`config.mk`:
```
export PLATFORM = sky130hd
export DESIGN_NAME = stc_round
export DESIGN_NICKNAME = d
export VERILOG_FILES = /design/src/rtl/stc_pkg.sv /design/src/rtl/stc_round.sv
export SDC_FILE = /design/constraint.sdc
export NUM_CORES = 1
export LEC_CHECK = 0
export BUFFER_PORTS_ARGS = -buffer_cell sky130_fd_sc_hd__clkbuf_2
export CORE_ASPECT_RATIO = 1.75
export CORE_MARGIN = 4
export CORE_UTILIZATION = 30
export CTS_CLUSTER_DIAMETER = 60
export DETAILED_ROUTE_END_ITERATION = 8
export GPL_TIMING_DRIVEN = 0
export PLACE_DENSITY = 0.61
export SLEW_MARGIN = 10
export SYNTH_ARGS = -nofsm -noshare
export SYNTH_HDL_FRONTEND = slang
export SYNTH_SLANG_ARGS = --single-unit
```
`constraint.sdc`:
```
create_clock -name clk -period 18 [get_ports clk]
set_input_delay 3.6 -clock clk [delete_from_list [all_inputs] [get_ports clk]]
set_output_delay 3.6 -clock clk [all_outputs]
set_load 0.1 [all_outputs]
```
`src/rtl/stc_pkg.sv`:
```
// ----------------------------------------------------------------------------
// stc_pkg - shared constants and types of the pair combiner
// Field widths and the status flags handed along the divider chain.
// ----------------------------------------------------------------------------
package stc_pkg;

  localparam int SAMPLE_BITS = 16;
  localparam int GAIN_BITS   = 18;
  localparam int LANES       = 4;

  // per-beat status that travels beside the data
  typedef struct packed {
    logic [LANES-1:0] neg;   // numerator of each lane is negative
    logic             zero;  // gain was zero
  } stc_flags_t;

endpackage

```
`src/rtl/stc_round.sv`:
```
// ----------------------------------------------------------------------------
// stc_round - rounding, saturation, zero-gain blanking and output register
// Rounds half away from zero, clamps to the sample range, restores the sign.
// ----------------------------------------------------------------------------
module stc_round #(
  parameter int SAMPLE_BITS = stc_pkg::SAMPLE_BITS
) (
  input  logic                                  clk,
  input  logic                                  rst,
  input  logic                                  in_valid,
  output logic                                  in_ready,
  input  logic [stc_pkg::LANES-1:0][2*SAMPLE_BITS:0] in_rem,
  input  logic [stc_pkg::LANES-1:0][SAMPLE_BITS:0]   in_quo,
  input  logic [stc_pkg::GAIN_BITS-1:0]         in_gain,
  input  stc_pkg::stc_flags_t                   in_flags,
  output logic                                  out_valid,
  input  logic                                  out_ready,
  output logic [stc_pkg::LANES-1:0][SAMPLE_BITS-1:0] out_sym,
  output logic                                  out_zero
);

  localparam int MW = 2*SAMPLE_BITS + 1;
  localparam int CW = MW + stc_pkg::GAIN_BITS;
  localparam int QW = SAMPLE_BITS + 2;

  logic [stc_pkg::LANES-1:0][SAMPLE_BITS-1:0] sym_next;

  always_comb begin
    logic          rnd;
    logic [QW-1:0] q;
    logic [QW-1:0] lim;
    for (int l = 0; l < stc_pkg::LANES; l++) begin
      rnd = ({CW'(in_rem[l]), 1'b0} >= {1'b0, CW'(in_gain)});
      q   = QW'(in_quo[l]) + QW'(rnd);
      lim = in_flags.neg[l] ? (QW'(1) << (SAMPLE_BITS-1))
                            : ((QW'(1) << (SAMPLE_BITS-1)) - QW'(1));
      // top quotient bit means the magnitude is far past the range
      if (in_quo[l][SAMPLE_BITS] || (q > lim)) q = lim;
      if (in_flags.zero) begin
        sym_next[l] = '0;
      end else if (in_flags.neg[l]) begin
        sym_next[l] = SAMPLE_BITS'(~q + QW'(1));
      end else begin
        sym_next[l] = SAMPLE_BITS'(q);
      end
    end
  end

  assign in_ready = !out_valid || out_ready;

  always_ff @(posedge clk) begin
    if (rst) begin
      out_valid <= 1'b0;
    end else if (in_ready) begin
      out_valid <= in_valid;
    end
  end

  always_ff @(posedge clk) begin
    if (in_valid && in_ready) begin
      out_sym  <= sym_next;
      out_zero <= in_flags.zero;
    end
  end

endmodule

```
# Yosys cells after proc, flatten, opt, wreduce, memory -nomap -nowiden
# Index checks and enable logic that the tools add are counted.
# word_totals
reg_bits	66
output_inout_bits	67
elab_cells	45
# op_classes
addsub	8
order_cmp	8
n_mux	12
bitwise	4
reduce_logical	7
# op_table
operator	count
2-to-1 mux 16 bit	12
>= comparator 34 x 18 -> 1 bit	4
adder 17 x 1 -> 18 bit	4
> comparator 18 x 16 -> 1 bit	4
adder 16 x 1 -> 16 bit (second input constant)	4
NOT 16 bit	4
logical OR 1 bit	5
logical AND 1 bit	1
zero test 1 bit	1

# Logic depth before layout (Yosys ltp)
# logic_depth
word_depth	8
mapped_depth	33
mapped_depth_nobuf	31

# Worst setup path after synthesis
# OpenSTA, ideal clock, no wires.
# synth_path
path_kind	input-to-reg
start	in in_gain[1] in the netlist's numbering
end	reg out_sym[44] in the netlist's numbering, data pin
arrival_ns	8.993
required_ns	17.728
path_slack_ns	8.735
path_stages	29
path_cell_list	inv_1 -> ha_1 -> nor2b_1 -> o21a_1 -> o21a_1 -> o21ai_0 -> nand2b_1 -> a21oi_1 -> o41ai_1 -> a41o_1 -> ha_1 -> ha_1 -> and4_1 -> xor2_1 -> ha_1 -> a21oi_1 -> nand2_1 -> a211o_1 -> a221oi_1 -> nand2_1 -> buf_2 -> o21ai_0 -> ha_1 -> and3_1 -> and3_4 -> and3_4 -> a221oi_4 -> a2111oi_1 -> nor4_2
# synth_between
elab_chain_cells	8
# synth_rtl
item	line	rtl
start, declared	stc_round.sv:14	input logic [stc_pkg::GAIN_BITS-1:0] in_gain,
>= comparator 34 x 18 -> 1 bit (*)	stc_round.sv:33	rnd = ({CW'(in_rem[l]), 1'b0} >= {1'b0, CW'(in_gain)});
adder 17 x 1 -> 18 bit (*)	stc_round.sv:34	q = QW'(in_quo[l]) + QW'(rnd);
> comparator 18 x 16 -> 1 bit	stc_round.sv:38	if (in_quo[l][SAMPLE_BITS] || (q > lim)) q = lim;
logical OR 1 bit	stc_round.sv:38	
2-to-1 mux 16 bit (*)	stc_round.sv:38	
NOT 16 bit	stc_round.sv:42	sym_next[l] = SAMPLE_BITS'(~q + QW'(1));
adder 16 x 1 -> 16 bit	stc_round.sv:42	
2-to-1 mux 16 bit (*)	stc_round.sv:41	end else if (in_flags.neg[l]) begin
end signal, assigned	stc_round.sv:61	out_sym <= sym_next;
end, declared	stc_round.sv:18	output logic [stc_pkg::LANES-1:0][SAMPLE_BITS-1:0] out_sym,
# Mark *: on every way between the ends. The rest lies on a longest branch, timed or not.
# A chain may end at the register's enable or synchronous reset.

# Worst setup path after layout
# Same ends and word-level chain as after synthesis.

==> qor.yml <==
final_common_cell: "clkbuf_2"
worst_pin_slew_ns: 0.932
drv_slew: 0
reg2reg_depth: 3
synth_flop_cell: "edfxtp_1"
htreeDepth: 3
cts_tree: "done"
syn_area_per_cell_sq_um: 8.08
cp.required_ns: 18.06
post-route-period-util: 0.590
async_flop_share: 0
drt-vias-per-instance: 5.51
grt_use_total: 0.199
ys_seq_area_frac: 0.214
hpwl_um: 29200
regToRegStartpoint: "out_valid"
synth_top_family_by_area: "simple AND/OR/NAND/NOR gates"
muxShareOfSynthArea: 0.0143
synth_xor_xnor_area_share: 0.0653
powerDensity_mw_per_mm2: 59.1
hold_buffers: 0
path_class: "input pin to flip-flop"
post_drt_wl_per_cell_um: 19.0
hold_viol: 0
top_layer_used: "met4"
grt_pass1_wl_um: 53100
worstPathArrival_ns: 10.68
ff2ff_setup_slack_ns: 16.59
cts_setup_buffers: 0
antenna_found_initial: 0
ys_warn_count: 0
grt_overflow: 0
nNetsFinal: 1811
grt_pass1_vias: 10000
finalSetupViolCount: 0
cpMostUsedCell: "ha_1"
clk_pin_slew_ns: 0.06
syn_inst: 1140
drt_first_pass_iters: 5
synth-simple-area-share: 0.240
drive_above_1_share: 0.241
r2r-end: "out_sym[47]"
period_needed_ns: 10.62
rsz0062_at_grt: "false"
min_path_cells: 2
clk_path_buf_depth: 2
met3_length_um: 1960
clock_latency_ns: 0.35
maxCapViolCount: 0
status: "completed"
crit_path_end_kind: "flip-flop"
slew_headroom: 0.379
slowest_stage: "o41ai_1"
critical_path.max_stage_delay_ns: 0.70
syn_to_final_growth_pct: 24.2
drt-total-wl_um: 34800
leakagePower_nw: 5.16
layout_common_cells: "clkbuf_2, ha_1, a21oi_1"
rows: 84
die_area_sq_mm: 0.0337
met1_length_um: 12200
cp_max_fo: 10
initial_core_util: 0.305
final.setup.tns_ns: 0
fin_ws_ns: 7.38
postSynthRegisterBits: 66
detail-route-antenna-nets: 0
synth_edf_count: 65
finalClockSkew_ns: 0.00841
clock_sinks: 66
peakVddDrop_mv: 0.0432
ys_types: 80
io_buffer_count: 288
drc: 0
synth_area_sq_mm: 0.00921
post-route-util: 0.379
antenna_cells: 0
fmax_mhz: 94.2
yosys.area_share.adder: 0.196
synth_nets: 1511
dp_slack_ns: 6.98
fillCellCount: 3204
hp-class: "flip-flop to flip-flop"
gp_congestion: 0.937
holdPathEnd: "out_valid"
drt_iter0_drc: 553
synth-compound-area-share: 0.219
crit_path_start_kind: "input pin"
core_area_sq_mm: 0.0302
cts-root-buf: "clkbuf_16"
fp.dieH_um: 240
numCtsBuffers: 9
die_width_um: 140
hp-start: "out_valid"
io-pin-count: 294
ctsResizeCount: 0
hold_slack_ns: 0.535
num_vias: 10100
route.met2.wl_um: 19200
grt_start_max_net_pins: 50
[cell families (layout without fill, tap and decap cells)]
| kind of cell | after synthesis | after routing |
|---|---|---|
| adder cells (fa/ha/maj) | 144 | 144 |
| AND/OR/NAND/NOR | 419 | 419 |
| AO/OA/AOI/OAI | 308 | 308 |
| XOR/XNOR | 67 | 67 |
| buffers and inverters | 123 | 428 |
| multiplexers | 13 | 13 |
| flip-flops | 66 | 66 |
[per-stage QoR]
step	power, mW	instances	cell area [sq um]
floorplan	0.411	1140	9210
global placement	0.501	1815	11100
detailed placement	0.506	1816	11200
CTS	0.679	1832	11400
global route	0.714	1832	11400
finish	0.677	1832	11400
[sequential cells by signal (all words and copies together), names as in the netlist]
register / count
out_zero: 1
out_sym: 64
out_valid: 1
[Yosys cell counts (8+ instances only)]
| library cell | number | area [sq um] |
|---|---|---|
| xor2_1 | 21 | 184 |
| a21o_1 | 23 | 173 |
| o21ai_0 | 59 | 295 |
| and2_1 | 9 | 56.3 |
| nor3_1 | 34 | 170 |
| nand2_1 | 87 | 327 |
| nor2_1 | 95 | 357 |
| and4_1 | 8 | 70.1 |
| mux2i_1 | 12 | 120 |
| o21a_1 | 10 | 75.1 |
| edfxtp_1 | 65 | 1950 |
| nand3_1 | 47 | 235 |
| or3_1 | 9 | 56.3 |
| nor2b_1 | 9 | 56.3 |
| nand2b_1 | 9 | 56.3 |
| nand4_1 | 39 | 244 |
| inv_1 | 79 | 297 |
| buf_2 | 8 | 40.0 |
| clkbuf_1 | 30 | 113 |
| xnor2_1 | 44 | 385 |
| ha_1 | 144 | 1800 |
| a21oi_1 | 99 | 495 |
| a211oi_1 | 26 | 195 |
| nor4_1 | 23 | 144 |
| o211ai_1 | 12 | 90.1 |
| and3_1 | 15 | 93.8 |
[worst max path at each step]
stage                     depth (start not counted)  slack (ns)       start          end
final                                            30        7.38  in_gain[1]  out_sym[44]
after floorplan                                  29        8.74  in_gain[1]  out_sym[44]
after detailed placement                         30        6.98  in_gain[1]  out_sym[44]
after CTS                                        30        7.28  in_gain[1]  out_sym[44]
after global placement                           30        6.97  in_gain[1]  out_sym[44]
after global routing                             31        6.83  in_gain[1]  out_sym[44]
[power breakdown]
| part | total, mW | switching, mW | internal (mW) |
|---|---|---|---|
| registers | 0.190 | 0.00529 | 0.185 |
| logic | 0.314 | 0.224 | 0.0904 |
| clock network | 0.172 | 0.0720 | 0.100 |
| total | 0.677 | 0.301 | 0.376 |
[layer usage]
layer,vias up,GRT usage
li1,4907,-
met1,4712,0.196
met2,404,0.402
met3,78,0.0270
met4,0,0.0852
met5,-,0
[critical path: cells and delay by family]
| family | cells | cell delay (ns) |
|---|---|---|
| AO/OA/AOI/OAI | 12 | 3.12 |
| adder cells (fa/ha/maj) | 5 | 1.64 |
| AND/OR/NAND/NOR | 9 | 1.53 |
| XOR/XNOR | 1 | 0.40 |
| buffers and inverters | 3 | 0.36 |
[layout make-up]
cell class | instances | area (sq um) | share of cell area
repair buffers | 289 | 1470 | 0.128
multi-input cells | 951 | 6770 | 0.591
inverters | 84 | 315 | 0.0276
well taps | 387 | 484 | 0.0423
flip-flops and latches | 66 | 1970 | 0.172
clock buffers | 13 | 260 | 0.0227
clock inverters | 3 | 15.0 | 0.00131
plain buffers | 39 | 160 | 0.0140
(Power assumes the default switching activity.)
