<file path="config.mk">
export PLATFORM = sky130hd
export DESIGN_NAME = stc_div_cell
export DESIGN_NICKNAME = d
export VERILOG_FILES = /design/src/rtl/stc_pkg.sv /design/src/rtl/stc_div_cell.sv
export SDC_FILE = /design/constraint.sdc
export NUM_CORES = 1
export LEC_CHECK = 0
export BUFFER_PORTS_ARGS = -buffer_cell sky130_fd_sc_hd__clkbuf_2
export CAP_MARGIN = 15
export CORE_AREA = 2 2 176 178
export CTS_CLUSTER_SIZE = 24
export DETAILED_ROUTE_END_ITERATION = 16
export DIE_AREA = 0 0 178 180
export MAX_ROUTING_LAYER = met4
export PLACE_DENSITY = 0.69
export SLEW_MARGIN = 25
export SYNTH_ARGS = -nofsm -noshare
export SYNTH_HDL_FRONTEND = slang
export SYNTH_SLANG_ARGS = --single-unit
</file>
<file path="constraint.sdc">
create_clock -name clk -period 12.2 [get_ports clk]
set_clock_uncertainty 0.2 [all_clocks]
set_input_delay 1.83 -clock clk [delete_from_list [all_inputs] [get_ports clk]]
set_output_delay 1.83 -clock clk [all_outputs]
set_load 0.005 [all_outputs]
</file>
<file path="src/rtl/stc_pkg.sv">
// ----------------------------------------------------------------------------
// stc_pkg - shared constants and types of the pair combiner
// Field widths and the status flags handed along the divider chain.
// ----------------------------------------------------------------------------
package stc_pkg;

  localparam int SAMPLE_BITS = 16;
  localparam int GAIN_BITS   = 18;
  localparam int LANES       = 4;

  // per-beat status that travels beside the data
  typedef struct packed {
    logic [LANES-1:0] neg;   // numerator of each lane is negative
    logic             zero;  // gain was zero
  } stc_flags_t;

endpackage

</file>
<file path="src/rtl/stc_div_cell.sv">
// ----------------------------------------------------------------------------
// stc_div_cell - one restoring division step
// Decides quotient bit SHIFT for all four lanes and passes the remainder on.
// ----------------------------------------------------------------------------
module stc_div_cell #(
  parameter int SAMPLE_BITS = stc_pkg::SAMPLE_BITS,
  parameter int SHIFT       = 0
) (
  input  logic                                  clk,
  input  logic                                  rst,
  input  logic                                  in_valid,
  output logic                                  in_ready,
  input  logic [stc_pkg::LANES-1:0][2*SAMPLE_BITS:0] in_rem,
  input  logic [stc_pkg::LANES-1:0][SAMPLE_BITS:0]   in_quo,
  input  logic [stc_pkg::GAIN_BITS-1:0]         in_gain,
  input  stc_pkg::stc_flags_t                   in_flags,
  output logic                                  out_valid,
  input  logic                                  out_ready,
  output logic [stc_pkg::LANES-1:0][2*SAMPLE_BITS:0] out_rem,
  output logic [stc_pkg::LANES-1:0][SAMPLE_BITS:0]   out_quo,
  output logic [stc_pkg::GAIN_BITS-1:0]         out_gain,
  output stc_pkg::stc_flags_t                   out_flags
);

  localparam int MW = 2*SAMPLE_BITS + 1;
  localparam int CW = MW + stc_pkg::GAIN_BITS;

  logic [CW-1:0]                             dvs;
  logic [stc_pkg::LANES-1:0][MW-1:0]         rem_next;
  logic [stc_pkg::LANES-1:0][SAMPLE_BITS:0]  quo_next;

  always_comb begin
    logic [CW-1:0] rv;
    dvs = CW'(in_gain) << SHIFT;
    for (int l = 0; l < stc_pkg::LANES; l++) begin
      rv          = CW'(in_rem[l]);
      quo_next[l] = in_quo[l];
      if (rv >= dvs) begin
        rem_next[l]        = MW'(rv - dvs);
        quo_next[l][SHIFT] = 1'b1;
      end else begin
        rem_next[l]        = in_rem[l];
        quo_next[l][SHIFT] = 1'b0;
      end
    end
  end

  assign in_ready = !out_valid || out_ready;

  always_ff @(posedge clk) begin
    if (rst) begin
      out_valid <= 1'b0;
    end else if (in_ready) begin
      out_valid <= in_valid;
    end
  end

  always_ff @(posedge clk) begin
    if (in_valid && in_ready) begin
      out_rem   <= rem_next;
      out_quo   <= quo_next;
      out_gain  <= in_gain;
      out_flags <= in_flags;
    end
  end

endmodule

</file>
Word-level counts from Yosys, hierarchy flattened
Index checks and enable logic that the tools add are counted.
Widths: inputs -> output; s select.
- word-level logic and storage cells: 31
- bits in read-only memories: 0
- bits in latches: 0
- RAM bits: 0
- register bits: 224
- memories kept: 0
- divide/modulo/power cells: 0
- magnitude comparators: 4
- mux-type cells: 8
- reductions and logical operators: 3
- shift operators: 0
- add/subtract/negate cells: 4
- equality and inequality tests: 0
- multiply operators: 0
- bitwise logic cells: 0
- operators with widths (cell ; number):
    $ge 33x18->1 ; 4
    $mux 33 ; 4
    $sub 33x18->33 ; 4
    $mux 1 ; 4
    $logic_and 1x1->1 ; 1
    $logic_not 1->1 ; 1
    $logic_or 1x1->1 ; 1

Depth between registers and ports, before layout
Gate-level depths: netlist (run 1).
- word-level depth: 3
- depth in mapped cells: 14

Least setup slack after synthesis (run 1)
OpenSTA, ideal clock, no wires.
- path type: input to register
- from: in out_ready
- to: reg out_flags[0] (netlist name), enable pin
- buffers on the path: 0
- data arrival time: 7074 ps
- setup slack: 4314 ps
- data required time: 11388 ps
- cell stages on the path: 2
- cell sequence: nand2b_1 > and2_1
- longest elaborated chain between the ends: 2
- RTL lines (what ; RTL line ; RTL):
    start: declaration ; stc_div_cell.sv:18 ; input logic out_ready,
    $logic_or 1x1->1 ; stc_div_cell.sv:48 ; assign in_ready = !out_valid || out_ready;
    $logic_and 1x1->1 ; stc_div_cell.sv:59 ; if (in_valid && in_ready) begin
    end signal: assignment ; stc_div_cell.sv:63 ; out_flags <= in_flags;
    end: declaration ; stc_div_cell.sv:22 ; output stc_pkg::stc_flags_t out_flags
Every way passes these cells.
A chain may end at the register's enable or synchronous reset.

==> summary.txt, run 1 <==
Post-CTS Repair Setup Buffers: 0
Fmax: 193 MHz
IO Pins: 452
I/O Buffers: 447
Crit share post-route: 42.5%
Hold Path Class: flip-flop to flip-flop
# resized after CTS: 0
Count of hold-fix buffers inserted at cts: 0
Vias: 10.7k
Initial core utilization: 41.9%
Max-slew violations: 0
Cell count after synthesis: 1,119
CP Launch Type: input port
Clk Latency, worst-skew pair: 0.53 ns
Root Buffer: clkbuf_16
Data arrival, critical path: 5.27 ns
Layout cells sized above 1: 33.4%
Post-Route WL: 39,700 um
DIE AREA: 32,000 um2
Flops & latches, synth: 224
Worst slack at placement: 6.55 ns
Vias in the first global route: 10.3k
H-Tree Level Count: 1
Setup TNS: 0 ns
Die Wd: 178 um
Critical Path RT: 12.28 ns
First-pass GRT wire length: 59,000 um
Mapped cell area: 12,600 um2
Post-synth top area cell: edfxtp_1
Iter 0 DRT Violations: 810
Most frequent cells in the layout: clkbuf_2, edfxtp_1, a21oi_1
Syn-to-layout area delta: 28.1%
Initial antenna violation count: 2
Slew headroom: 39.0%
Largest net degree at the start of global routing: 71
Core Util, Final: 53.6%
Cell variety after synth: 75
Post-synthesis sequential area ratio: 53.2%
DIE HEIGHT: 180 um
Cell Int Power: 1.66 mW
Post-route DRC: 0
Hold slack final: 0.355 ns
EDFF count, synth: 223
Routed len/inst: 20.0 um
Vias per cell: 5.39
Post-route ant nets: 0
DP Wirelength: 30,500 um
Fin area: 16,200 um2
Synth top area cells: edfxtp_1, ha_1, xor2_1, a21oi_1, xnor2_1
Top FF cell, synth: edfxtp_1
Critical Path Sink Type: flip-flop
Avg Cell Area, Syn: 11.3 um2
Syn_nets: 1,422
Longest Clk Path Bufs: 3
Total CTS buffers: 26
Worst-Margin Slew: 0.914 ns
Final min period: 5.19 ns
Placer congestion estimate: 0.883
Status: finished clean
Ys async rst share: 0%
Gate power share: 18.7%
Sink Count: 224
CP Max Fanout: 35
Rows: 64
GRT Residual Overflow: 0
Global Route Usage Sum: 24.7%
Leak Pwr: 7.02 nW
Core Area: 30,200 um2
Most common cell after layout, fill and taps aside: clkbuf_2
Final setup fails: 0
Peak VDD IR: 0.000106 V
RSZ-0062 raised after global routing: no
Switching Fraction: 25.9%
CTS tree: built
Pwr/cell area: 139 nW/um2
Fin. Hold Viols: 0
Reg2reg setup slack: 9.24 ns
First-pass DRT Iterations: 5
CP Class: input port to flip-flop
Sequential share of power: 42.4%
Yosys warnings: 0
Sw power: 581 uW
Worst setup margin: 7.01 ns
Net count, final: 1,867
Clk pwr share: 38.9%
Yosys top cell area share: 53.0%
Placed cell areas: 15,200 um2
Clock-pin slew on the worst setup and hold paths: 0.06 ns
Max-cap violations: 0
## cells by family (layout without fill, tap and decap cells)
family,after synthesis,count (layout),share of synthesized area [%]
AND/OR/NAND/NOR,346,346,14.1
AO/OA/AOI/OAI,279,279,13.9
flip-flops,224,224,53.2
XOR/XNOR,111,111,7.69
adder cells (fa/ha/maj),76,76,7.76
buffers and inverters,76,541,2.83
multiplexers,7,7,0.614
other,0,2,0
## critical path: stages
cell and delay, ns:
clkbuf_2 0.33, inv_1 0.28, ha_1 0.36, nand2b_1 0.10
a21oi_1 0.10, o31ai_1 0.36, a21oi_1 0.25, a21oi_1 0.36
o21a_1 0.69, inv_4 0.31, nand4_1 0.22, xnor2_1 0.07
## registers in the layout, indices dropped and copies added (netlist names)
register,cells
out_gain,18
out_quo,68
out_flags,5
out_rem,132
out_valid,1
## power groups by stage
stage | sequential, mW | clock [mW] | combinational [mW]
floorplan | 0.983 | 0 | 0.222
global placement | 0.965 | 0 | 0.409
detailed placement | 0.967 | 0 | 0.415
CTS | 0.952 | 0.894 | 0.418
global route | 0.957 | 0.921 | 0.460
finish | 0.951 | 0.873 | 0.418
## cell type report
| cell class | count | area, um2 |
|---|---|---|
| antenna | 2 | 5.00 |
| clock inverter | 18 | 278 |
| tap | 396 | 495 |
| fill | 2699 | 14000 |
| inverter | 40 | 153 |
| timing repair buffer | 453 | 2280 |
| sequential | 224 | 6720 |
| multi-input combinational | 819 | 5570 |
| clock buffer | 30 | 687 |
## final timing paths
kind / start / to / cells past startpoint
worst max-delay path: in_gain[1] / out_rem[127] / 12
worst min-delay path: out_valid / out_valid / 2
worst max register to register: out_valid / out_quo[32] / 4
worst min register to register: out_valid / out_valid / 2
## layer usage
layer,vias up,GRT usage [%],part of all wire [%]
met2,428,41.6,50
met3,71,4.70,8.4
li1,5123,-,-
met5,-,-,0
met1,5063,29.9,39
met4,0,7.41,3.0
## synth_stat cells, types with 3 or more instances
| cell type | number |
|---|---|
| a211oi_1 | 6 |
| a21o_1 | 33 |
| a21oi_1 | 98 |
| a221o_1 | 3 |
| a31oi_1 | 10 |
| a41oi_1 | 3 |
| and2_1 | 6 |
| and3_1 | 8 |
| and4_1 | 3 |
| buf_2 | 7 |
| buf_6 | 8 |
| clkbuf_1 | 19 |
| edfxtp_1 | 223 |
| fa_1 | 4 |
| ha_1 | 72 |
| inv_1 | 37 |
| mux2_2 | 6 |
| nand2_1 | 78 |
| nand2b_1 | 12 |
| nand3_1 | 26 |
| nand4_1 | 11 |
| nor2_1 | 93 |
| nor2b_1 | 9 |
| nor3_1 | 27 |
| nor3b_1 | 4 |
| nor4_1 | 24 |
| o211ai_1 | 5 |
| o21a_1 | 11 |
| o21ai_0 | 64 |
| o21bai_1 | 5 |
| o31a_1 | 6 |
| o31ai_1 | 8 |
| o41ai_1 | 4 |
| or2_2 | 5 |
| or3_1 | 17 |
| or4_1 | 6 |
| xnor2_1 | 43 |
| xor2_1 | 68 |
## per-stage QoR
stage,std cells,power (mW)
after floorplan,1119,1.21
after global placement,1932,1.37
after detailed placement,1932,1.38
after CTS,1980,2.26
after global routing,1982,2.34
final,1982,2.24
Note: power is estimated with default switching activity, not from simulation.
==> run 2, diff against run 1 <==
==> constraint.sdc (replaced) <==
create_clock -name clk -period 5.4 [get_ports clk]
set_clock_uncertainty 0.2 [all_clocks]
set_input_delay 0.81 -clock clk [delete_from_list [all_inputs] [get_ports clk]]
set_output_delay 0.81 -clock clk [all_outputs]
set_load 0.005 [all_outputs]
==> run 2 against run 1 <==
Against the previous run:
- routed wire length decreased by 2.6%
- worst setup slack worse by 5.6 ns
- via count hardly changed
- die area is the same
- flip-flop and latch count unchanged
- critical endpoint is now out_rem[59]
- highest routed layer unchanged
==> summary.txt, run 2 (synthesis gave the netlist of run 1 again) <==
Status: finished clean
Post-route ant nets: 0
Post-CTS Repair Setup Buffers: 0
CP Launch Type: input port
Initial core utilization: 41.9%
Critical Path Sink Type: flip-flop
Global Route Usage Sum: 23.7%
First-pass DRT Iterations: 6
Crit share post-route: 74.6%
Peak VDD IR: 0.000225 V
Hold slack final: 0.248 ns
Sink Count: 224
Data arrival, critical path: 4.10 ns
Fin. Hold Viols: 0
Vias in the first global route: 10.1k
DP Wirelength: 29,800 um
Total CTS buffers: 25
Longest Clk Path Bufs: 3
Number of cells on the worst hold path: 2
Hold Path Class: input port to flip-flop
Root Buffer: clkbuf_16
Final min period: 4.03 ns
CP Class: input port to flip-flop
R2R depth: 3
Max-slew violations: 0
Hold Path End: out_valid
GRT Residual Overflow: 0
CTS tree: built
Post-Route WL: 38,700 um
Worst setup margin: 1.37 ns
Clk Latency, worst-skew pair: 0.51 ns
Pwr/cell area: 300 nW/um2
Routed len/inst: 19.5 um
Worst slack at placement: 0.884 ns
Max-cap violations: 0
Vias per cell: 5.40
Critical Path RT: 5.47 ns
Most frequent cells in the layout: clkbuf_2, edfxtp_1, a21oi_1
Fmax: 248 MHz
Top Registers: out_rem: 132 flops, out_quo: 68 flops, out_gain: 18 flops
Placer congestion estimate: 0.897
Reg-to-Reg End: out_rem[33]
Syn-to-layout area delta: 27.2%
Leak Pwr: 6.97 nW
Post-route DRC: 0
Vias: 10.7k
Core Area: 30,200 um2
Beginning of the worst hold path: rst
Fin cells: 1,979
Max reg flops: 132
Setup TNS: 0 ns
Die Wd: 178 um
# resized after CTS: 0
IO Pins: 452
Worst-Margin Slew: 0.770 ns
Largest net degree at the start of global routing: 132
Slew headroom: 48.2%
Worst r2r src: out_valid
Largest register by flop count: out_rem
Layout cells sized above 1: 33.3%
Most common cell after layout, fill and taps aside: clkbuf_2
Iter 0 DRT Violations: 849
Post-placement cell count: 1,933
I/O Buffers: 447
RSZ-0062 raised after global routing: no
Reg2reg setup slack: 3.17 ns
Rows: 64
DIE AREA: 32,000 um2
Clock-pin slew on the worst setup and hold paths: 0.06 ns
CP Max Fanout: 8
Initial antenna violation count: 1
First-pass GRT wire length: 57,100 um
Net count, final: 1,867
H-Tree Level Count: 1
Fillers: 2,673
Final setup fails: 0
Count of hold-fix buffers inserted at cts: 0
DIE HEIGHT: 180 um
[run 2: changes by cell type in the layout (fill, tap and decap cells not counted), sizes merged]
cell      change
clkbuf        -5
bufinv        -3
buf           +1
clkinvlp      -1
inv           +1
clkinv        +4
[run 2: metal layers]
layer,up-vias,GRT usage (%),wire (um)
met4,0,7.80,1190
met2,467,39.4,19100
met5,-,-,0
li1,5106,-,-
met1,5041,29.0,15200
met3,75,4.40,3200
[run 2: where the power goes]
group / leakage, nW / switching [mW] / total [mW] / internal (mW)
Sequential: 2.16 / 0.0382 / 2.15 / 2.11
Combinational: 4.41 / 0.543 / 0.943 / 0.399
Clock: 0.408 / 0.699 / 1.74 / 1.04
Total: 6.97 / 1.28 / 4.82 / 3.54
[run 2: final cells by class]
class	count	area [um2]	share of cell area, %
inverter	40	153	0.950
timing repair buffer	454	2300	14.3
clock buffer	25	626	3.89
multi-input combinational	819	5570	34.6
tap	396	495	3.08
antenna	2	5.00	0.0311
sequential	224	6720	41.8
clock inverter	19	206	1.28
[run 2: worst max-delay path, stage by stage]
cell and delay, ns:
clkbuf_2 0.09, inv_1 0.31, ha_1 0.42, a211oi_1 0.35, nor2_1 0.13, or3b_1 0.38
o221a_2 0.27, o2111a_1 0.31, nor4_1 0.66, nand3_1 0.19, xnor2_1 0.17
[run 2: stage by stage]
step	instance area, um2	utilization, %	total power [mW]
4_1_cts	16100	53.2	4.87
5_1_grt	16100	53.2	5.05
2_1_floorplan	12600	-	2.71
3_5_place_dp	15200	50.5	3.12
3_3_place_gp	15200	50.5	3.10
6_report	16100	53.2	4.82
[run 2: how the worst max path moves through the flow]
stage | from | to | slack, ns
after floorplan | out_ready | out_flags[0] | 1.05
after global placement | in_gain[7] | out_rem[59] | 0.91
after detailed placement | in_gain[7] | out_rem[59] | 0.88
after CTS | in_gain[7] | out_rem[59] | 1.43
after global routing | in_gain[7] | out_rem[59] | 1.15
final | in_gain[7] | out_rem[59] | 1.37
